==> config.mk <==
export PLATFORM = sky130hd
export DESIGN_NAME = hilbert_curve_index_unit
export DESIGN_NICKNAME = d
export VERILOG_FILES = /design/src/hci_pkg.sv /design/src/hci_cfg.sv /design/src/hci_stage.sv /design/src/hilbert_curve_index_unit.sv
export SDC_FILE = /design/constraint.sdc
export NUM_CORES = 2
export LEC_CHECK = 0
export BUFFER_PORTS_ARGS = -buffer_cell sky130_fd_sc_hd__buf_2
export CORE_ASPECT_RATIO = 0.7
export CORE_MARGIN = 2
export CORE_UTILIZATION = 40
export CTS_CLUSTER_DIAMETER = 40
export DETAILED_ROUTE_END_ITERATION = 10
export PLACE_DENSITY_LB_ADDON = 0.25
export SLEW_MARGIN = 10
export SYNTH_ARGS = -nofsm -noshare
export SYNTH_HDL_FRONTEND = slang
export SYNTH_SLANG_ARGS = --single-unit
==> constraint.sdc <==
create_clock -name i_clk -period 23 [get_ports i_clk]
set_input_delay 3.45 -clock i_clk [delete_from_list [all_inputs] [get_ports i_clk]]
set_output_delay 3.45 -clock i_clk [all_outputs]
set_load 0.05 [all_outputs]
==> src/hci_pkg.sv <==
// Shared types, constants and per-level functions of the Hilbert index unit.
package hci_pkg;

    localparam int HCI_COORD_BITS       = 16;
    localparam int HCI_CODE_BITS        = 32;
    localparam int HCI_TAB_ENTRIES      = 8;
    localparam int HCI_DIGIT_BITS       = 3;
    localparam int HCI_LEVEL_BITS       = 5;
    localparam int HCI_MAX_LEVELS_3D    = 10;
    localparam int HCI_MAX_LEVELS_2D    = 16;
    localparam int HCI_LEVELS_PER_STAGE = 2;
    localparam int HCI_STAGES           = HCI_MAX_LEVELS_2D / HCI_LEVELS_PER_STAGE;
    localparam int HCI_CFG_INDEX_BITS   = 4;
    localparam int HCI_CFG_DATA_BITS    = 5;

    typedef logic [HCI_DIGIT_BITS-1:0]                      t_digit;
    typedef logic [HCI_TAB_ENTRIES-1:0][HCI_DIGIT_BITS-1:0] t_tab;
    typedef logic [HCI_CODE_BITS-1:0]                       t_code;
    typedef logic [HCI_LEVEL_BITS-1:0]                      t_levels;

    typedef enum logic [HCI_CFG_INDEX_BITS-1:0] {
        CFG_THREE_D = 4'd0,
        CFG_DEPTH   = 4'd1
    } t_cfg_index;

    typedef struct packed {
        logic    three_d;
        t_levels levels;
    } t_cfg;

    typedef struct packed {
        logic valid;
        logic ready;
    } t_hs;

    typedef struct packed {
        t_digit digit;
        t_tab   tab;
    } t_level_res;

    // vertex -> digit at the start of every point
    localparam t_tab HCI_TAB_INIT_3D = {3'd0, 3'd1, 3'd3, 3'd2, 3'd7, 3'd6, 3'd4, 3'd5};
    localparam t_tab HCI_TAB_INIT_2D = {3'd0, 3'd0, 3'd0, 3'd0, 3'd0, 3'd1, 3'd3, 3'd2};

    function automatic t_digit hci_swap(input t_digit val, input t_digit p, input t_digit q);
        t_digit res;
        res = val;
        if (val == p) res = q;
        else if (val == q) res = p;
        return res;
    endfunction

    // Relabel one table entry after the digit of this level is taken.
    function automatic t_digit hci_relabel(input logic three_d, input t_digit digit,
                                           input t_digit val);
        t_digit res;
        res = val;
        if (three_d) begin
            case (digit) inside
                3'd0:       res = hci_swap(hci_swap(val, 3'd1, 3'd7), 3'd2, 3'd4);
                3'd1, 3'd2: res = hci_swap(hci_swap(val, 3'd2, 3'd6), 3'd3, 3'd7);
                3'd3, 3'd4: res = hci_swap(hci_swap(val, 3'd0, 3'd2), 3'd5, 3'd7);
                3'd5, 3'd6: res = hci_swap(hci_swap(val, 3'd0, 3'd4), 3'd1, 3'd5);
                default:    res = hci_swap(hci_swap(val, 3'd0, 3'd6), 3'd3, 3'd5);
            endcase
        end else begin
            case (digit)
                3'd0:    res = hci_swap(val, 3'd1, 3'd3);
                3'd3:    res = hci_swap(val, 3'd0, 3'd2);
                default: res = val;
            endcase
        end
        return res;
    endfunction

    function automatic t_level_res hci_level(input logic three_d, input t_tab tab,
                                             input t_digit vert);
        t_level_res res;
        res.digit = tab[vert];
        for (int k = 0; k < HCI_TAB_ENTRIES; k++) begin
            res.tab[k] = hci_relabel(three_d, res.digit, tab[k]);
        end
        return res;
    endfunction

endpackage

==> src/hci_cfg.sv <==
// Configuration registers of the Hilbert index unit and depth saturation.
module hci_cfg
    import hci_pkg::*;
(
    input  logic                          i_clk,
    input  logic                          i_rst_n,
    input  logic                          i_cfg_valid,
    input  logic [HCI_CFG_INDEX_BITS-1:0] i_cfg_index,
    input  logic [HCI_CFG_DATA_BITS-1:0]  i_cfg_data,
    output logic                          o_cfg_ready,
    output t_cfg                          o_cfg
);

    logic    r_three_d;
    t_levels r_depth;

    assign o_cfg_ready = 1'b1;

    always_ff @(posedge i_clk) begin
        if (!i_rst_n) begin
            r_three_d <= 1'b1;
            r_depth   <= t_levels'(HCI_MAX_LEVELS_3D);
        end else if (i_cfg_valid) begin
            case (i_cfg_index)
                CFG_THREE_D: r_three_d <= i_cfg_data[0];
                CFG_DEPTH:   r_depth   <= i_cfg_data;
                default:     ;
            endcase
        end
    end

    // saturate depth to the deepest level the code word holds
    always_comb begin
        o_cfg.three_d = r_three_d;
        if (r_three_d) begin
            o_cfg.levels = (r_depth > t_levels'(HCI_MAX_LEVELS_3D))
                         ? t_levels'(HCI_MAX_LEVELS_3D) : r_depth;
        end else begin
            o_cfg.levels = (r_depth > t_levels'(HCI_MAX_LEVELS_2D))
                         ? t_levels'(HCI_MAX_LEVELS_2D) : r_depth;
        end
    end

endmodule

==> src/hci_stage.sv <==
// One pipeline stage: resolves a fixed pair of curve levels and registers the result.
module hci_stage
    import hci_pkg::*;
#(
    parameter int COORD_BITS  = HCI_COORD_BITS,
    parameter int FIRST_LEVEL = 0
) (
    input  logic                  i_clk,
    input  logic                  i_rst_n,
    input  t_cfg                  i_cfg,
    input  t_hs                   i_hs_up,
    input  logic [COORD_BITS-1:0] i_pos_x,
    input  logic [COORD_BITS-1:0] i_pos_y,
    input  logic [COORD_BITS-1:0] i_pos_z,
    input  t_tab                  i_tab,
    input  t_code                 i_code,
    output logic                  o_ready,
    output logic                  o_valid,
    output logic [COORD_BITS-1:0] o_pos_x,
    output logic [COORD_BITS-1:0] o_pos_y,
    output logic [COORD_BITS-1:0] o_pos_z,
    output t_tab                  o_tab,
    output t_code                 o_code
);

    localparam int L = HCI_LEVELS_PER_STAGE;

    logic                  r_valid;
    logic [COORD_BITS-1:0] r_pos_x, r_pos_y, r_pos_z;
    t_tab                  r_tab;
    t_code                 r_code;
    t_tab                  tab_c  [0:L];
    t_code                 code_c [0:L];
    logic                  adv;

    assign tab_c[0]  = i_tab;
    assign code_c[0] = i_code;

    genvar j;
    generate
        for (j = 0; j < L; j++) begin : g_lvl
            localparam int      BIT_IDX = COORD_BITS - 1 - FIRST_LEVEL - j;
            localparam t_levels LVL     = t_levels'(FIRST_LEVEL + j);
            logic [2:0] inv_bits;
            t_digit     vert;
            t_level_res res;

            // cell bits past the coordinate precision read as zero
            if (BIT_IDX >= 0) begin : g_in
                assign inv_bits = ~{i_pos_z[BIT_IDX], i_pos_y[BIT_IDX], i_pos_x[BIT_IDX]};
            end else begin : g_out
                assign inv_bits = 3'b111;
            end

            assign vert = {inv_bits[2] & i_cfg.three_d, inv_bits[1:0]};
            assign res  = hci_level(i_cfg.three_d, tab_c[j], vert);
            assign tab_c[j+1] = res.tab;

            always_comb begin
                if (LVL >= i_cfg.levels) begin
                    code_c[j+1] = code_c[j];
                end else if (i_cfg.three_d) begin
                    code_c[j+1] = {code_c[j][HCI_CODE_BITS-4:0], res.digit};
                end else begin
                    code_c[j+1] = {code_c[j][HCI_CODE_BITS-3:0], res.digit[1:0]};
                end
            end
        end
    endgenerate

    assign o_ready = !r_valid || i_hs_up.ready;
    assign adv     = o_ready && i_hs_up.valid;

    always_ff @(posedge i_clk) begin
        if (!i_rst_n) begin
            r_valid <= 1'b0;
        end else if (o_ready) begin
            r_valid <= i_hs_up.valid;
        end
    end

    always_ff @(posedge i_clk) begin
        if (adv) begin
            r_pos_x <= i_pos_x;
            r_pos_y <= i_pos_y;
            r_pos_z <= i_pos_z;
            r_tab   <= tab_c[L];
            r_code  <= code_c[L];
        end
    end

    assign o_valid = r_valid;
    assign o_pos_x = r_pos_x;
    assign o_pos_y = r_pos_y;
    assign o_pos_z = r_pos_z;
    assign o_tab   = r_tab;
    assign o_code  = r_code;

endmodule

==> src/hilbert_curve_index_unit.sv <==
// Top level of the Hilbert curve index unit: config registers and the level pipeline.
//
// Usage: a request carries one point (i_pos_x, i_pos_y, i_pos_z) and is taken
// at a clock edge with i_valid high and o_stall low. Each request yields exactly
// one o_hilbert_code, offered with o_valid and taken at an edge where i_stall
// is low. The coarsest level gives the most significant digit.
// Each of the HCI_STAGES (8) stages resolves two curve levels, so
// the eight stages cover the sixteen levels of 2D mode and the ten of 3D mode.
// One request is taken per cycle while o_stall is low.
// Configuration: index 0 selects 3D (1) or 2D (0), index 1 sets the depth,
// saturated to 10 in 3D and 16 in 2D. o_cfg_ready is always high. Write only
// while the pipeline is empty.
// Reset (i_rst_n low, synchronous) empties the pipeline and restores 3D mode
// with depth 10. When the receiver holds i_stall, the result stays on the
// outputs, stages behind it fill their bubbles, and o_stall rises once every
// stage holds a request.
module hilbert_curve_index_unit
    import hci_pkg::*;
#(
    parameter int COORD_BITS = HCI_COORD_BITS
) (
    input  logic                          i_clk,
    input  logic                          i_rst_n,
    input  logic                          i_valid,
    output logic                          o_stall,
    input  logic [COORD_BITS-1:0]         i_pos_x,
    input  logic [COORD_BITS-1:0]         i_pos_y,
    input  logic [COORD_BITS-1:0]         i_pos_z,
    output logic                          o_valid,
    input  logic                          i_stall,
    output logic [HCI_CODE_BITS-1:0]      o_hilbert_code,
    input  logic                          i_cfg_valid,
    output logic                          o_cfg_ready,
    input  logic [HCI_CFG_INDEX_BITS-1:0] i_cfg_index,
    input  logic [HCI_CFG_DATA_BITS-1:0]  i_cfg_data
);

    t_cfg                  cfg;
    logic                  valid_s [0:HCI_STAGES];
    logic                  ready_s [0:HCI_STAGES];
    logic [COORD_BITS-1:0] px_s    [0:HCI_STAGES];
    logic [COORD_BITS-1:0] py_s    [0:HCI_STAGES];
    logic [COORD_BITS-1:0] pz_s    [0:HCI_STAGES];
    t_tab                  tab_s   [0:HCI_STAGES];
    t_code                 code_s  [0:HCI_STAGES];

    hci_cfg u_cfg (
        .i_clk       (i_clk),
        .i_rst_n     (i_rst_n),
        .i_cfg_valid (i_cfg_valid),
        .i_cfg_index (i_cfg_index),
        .i_cfg_data  (i_cfg_data),
        .o_cfg_ready (o_cfg_ready),
        .o_cfg       (cfg)
    );

    assign valid_s[0] = i_valid;
    assign px_s[0]    = i_pos_x;
    assign py_s[0]    = i_pos_y;
    assign pz_s[0]    = i_pos_z;
    assign tab_s[0]   = cfg.three_d ? HCI_TAB_INIT_3D : HCI_TAB_INIT_2D;
    assign code_s[0]  = '0;

    genvar s;
    generate
        for (s = 0; s < HCI_STAGES; s++) begin : g_stage
            t_hs hs_up;
            assign hs_up.valid = valid_s[s];
            assign hs_up.ready = ready_s[s+1];

            hci_stage #(
                .COORD_BITS  (COORD_BITS),
                .FIRST_LEVEL (s * HCI_LEVELS_PER_STAGE)
            ) u_stage (
                .i_clk   (i_clk),
                .i_rst_n (i_rst_n),
                .i_cfg   (cfg),
                .i_hs_up (hs_up),
                .i_pos_x (px_s[s]),
                .i_pos_y (py_s[s]),
                .i_pos_z (pz_s[s]),
                .i_tab   (tab_s[s]),
                .i_code  (code_s[s]),
                .o_ready (ready_s[s]),
                .o_valid (valid_s[s+1]),
                .o_pos_x (px_s[s+1]),
                .o_pos_y (py_s[s+1]),
                .o_pos_z (pz_s[s+1]),
                .o_tab   (tab_s[s+1]),
                .o_code  (code_s[s+1])
            );
        end
    endgenerate

    assign ready_s[HCI_STAGES] = !i_stall;
    assign o_stall             = !ready_s[0];
    assign o_valid             = valid_s[HCI_STAGES];
    assign o_hilbert_code      = code_s[HCI_STAGES];

endmodule

==> metrics.md <==
| Metric | Value |
|---|---|
| Unrepaired setup endpoints after global routing | `false` |
| Post-synthesis adder-cell area fraction | `0.0691` |
| Fill count | `14,436` |
| Crit-path slowest cell | `and3_1` |
| Largest net degree at the start of global routing | `89` |
| Number of I/O pins | `97` |
| Leakage power | `0.0236 uW` |
| Most frequent cells in the layout | `720 x nor2_1, 616 x nand2_1, 524 x o21ai_0` |
| WP buf/inv | `2` |
| DRT iter0 DRCs | `8,265` |
| Largest area contributor in the netlist | `edfxtp_1` |
| CORE AREA | `146,000 sq um` |
| Simple-gate portion of the synthesized area | `0.197` |
| Final-report hold violation count | `0` |
| Initial Util | `0.404` |
| Post-route ant nets | `0` |
| Hold crit path type | `reg -> reg` |
| Die H | `325 um` |
| Startpoint class of the critical path | `input pin` |
| Post_cts resized | `0` |
| Post-synthesis cell count | `7,217` |
| DRC violations left | `0` |
| Netlist cell types | `146` |
| Pre-antenna DRT Iters | `7` |
| Worst Tran Pin Value | `1.23 ns` |
| Routability cong. | `0.972` |
| Sequential Area | `15,300 sq um` |
| Synth Area in XOR/XNOR | `0.0355` |
| Vias in the first global route | `52,013` |
| Detail Placement HPWL | `143,000 um` |
| Avg Cell Area, Syn | `8.15 sq um` |
| Core Util, Final | `0.428` |
| Synthesized Nets | `7,600` |
| FFs w/ async S/R, synth | `0` |
| Setup TNS | `0 ns` |
| Die width | `462 um` |
| Via count | `57,742` |
| Crit end category | `primary output` |
| Final instance area | `62,400 sq um` |
| Achievable clock frequency | `114 MHz` |
| Largest family of logic cells by synthesized area | `compound AO/OA/AOI/OAI gates` |
| Outcome | `finished clean` |
| Final Cycle Share | `0.382` |
| Max Root-Sink Buffers | `3` |
| Number of port buffers | `94` |
| Global route overflow | `0` |
| Synth warn | `0` |
| Number of H-tree levels | `3` |
| Hold WS | `0.404 ns` |
| Setup violations, final | `0` |
| Crit-path cells | `buf_2 -> and3_1 -> and3_1 -> nand3_1 -> nor2_1 -> and2_1 -> buf_2` |
| Total Routed Length | `200,000 um` |
| Layout cells sized above 1 | `0.0975` |
| Tot GR Track Use | `0.253` |
| Fin nets | `7,228` |
| CTS root buf | `clkbuf_16` |
| FP Rows | `117` |
| Worst skew pair latency | `0.69 ns` |
| Worst path max stage delay | `0.47 ns` |
| Commonest non-fill, non-tap cell in the layout | `nor2_1` |
| Clock slew at reported path FFs | `0.05 ns` |
| Synthesized flop and latch total | `515` |
| Mux contribution to synthesized area | `0.0843` |
| MaxCap Viol Count | `0` |
| Number of synthesized flops with an enable pin | `501` |
| Clock Sinks | `515` |
| Crit path max-delay family | `simple AND/OR/NAND/NOR gates` |
| Initial antenna violation count | `2` |
| First-pass GRT wire length | `310,000 um` |
| Worst path arrival time | `5.34 ns` |
| Synth top area share | `0.256` |
| Die area | `150,000 sq um` |
| Avg WL per Cell | `22.5 um` |
| Compound-Gate Fraction of Synth Area | `0.283` |
| Min cycle time layout | `8.79 ns` |
| Top FF cell, synth | `edfxtp_1` |
| Area Overhead vs Synth | `6.04%` |
| Mapped cell area | `58,800 sq um` |
| DR vias/cell | `6.51` |
| Max Transition Viols Final | `0` |
| Multi-input gate area | `39,600 sq um` |
| Part of the Yosys area used for sequential elements | `0.261` |
| Peak supply drop | `56.7 uV` |
| CP required | `19.55 ns` |
| CTS hold repair buffers | `0` |
| CTS tree | `yes` |
| Synth area leaders | `edfxtp_1 26%, ha_1 6.8%, mux2i_1 6.0%` |
| Slew headroom | `0.170` |
| Final Skew | `0.0552 ns` |
| CTS buffer count | `78` |
| Pwr Density | `80.0 nW/um^2` |
| Total power | `4990 uW` |
| Crit path max fanout | `6` |
| Crit Path Class | `in -> out` |
| Post-CTS Setup Repair Bufs | `0` |
| Post-DP Area | `59,600 sq um` |
cells by family (layout without fill, tap and decap cells):
logic type,Yosys count,after routing
multiplexers,445,445
adder cells (fa/ha/maj),326,326
other,1,3
buffers and inverters,912,606
XOR/XNOR,231,231
flip-flops,515,515
AO/OA/AOI/OAI,2399,2399
AND/OR/NAND/NOR,2388,2388
layout make-up:
type | count | share of cell area
Sequential cell | 515 | 0.246
Timing Repair Buffer | 211 | 0.0220
Tap cell | 1963 | 0.0394
Multi-Input combinational cell | 5790 | 0.634
Inverter | 249 | 0.0151
Clock inverter | 51 | 0.0102
Antenna cell | 2 | 0.0000802
Clock buffer | 95 | 0.0335
worst paths after layout:
check	from	to	slack, ns	cells past startpoint
min	g_stage[0].u_stage.o_pos_x[11]	g_stage[1].u_stage.o_pos_x[11]	0.40	0
min reg2reg	g_stage[0].u_stage.o_pos_x[11]	g_stage[1].u_stage.o_pos_x[11]	0.40	0
max reg2reg	u_cfg.r_three_d	g_stage[1].u_stage.o_tab[10]	15.19	14
max	i_stall	o_stall	14.21	7
synthesized netlist by cell type (all sizes together) (90+ instances only):
master / number
nor2: 740
edfxtp: 501
buf: 311
xnor2: 141
a211oi: 133
nor2b: 104
nand2: 624
mux2i: 352
o211ai: 97
nand3: 188
a21oi: 494
o21ai: 560
a31oi: 99
clkbuf: 352
ha: 321
xor2: 90
inv: 245
nor3: 200
report_power, final:
group / internal (uW) / switching [uW]
combinational: 918 / 1540
sequential: 1140 / 146
clock: 754 / 489
registers in the layout, summed over array words and instances (netlist names):
register                 flops
u_cfg.r_depth                5
g_stage.u_stage.o_pos_x     56
g_stage.u_stage.o_pos_z     49
u_cfg.r_three_d              1
g_stage.u_stage.o_tab      154
g_stage.u_stage.o_valid      8
g_stage.u_stage.o_pos_y     56
g_stage.u_stage.o_code     186
metal layers:
metal / track usage / routed length (um) / part of all wire / up-vias
met5: 0 / 0 / 0 / -
met4: 0.0711 / 5110 / 0.026 / 0
met3: 0.0477 / 20800 / 0.10 / 323
met2: 0.355 / 81600 / 0.41 / 3052
met1: 0.388 / 92500 / 0.46 / 27830
li1: - / - / - / 26537
stage by stage:
step	setup WS, ns	cells
after detailed placement	14.21	8727
after CTS	14.20	8873
after global placement	14.23	8727
after floorplan	13.39	7217
final	14.21	8876
after global routing	14.08	8874
Power figures use the tool's default switching activity.
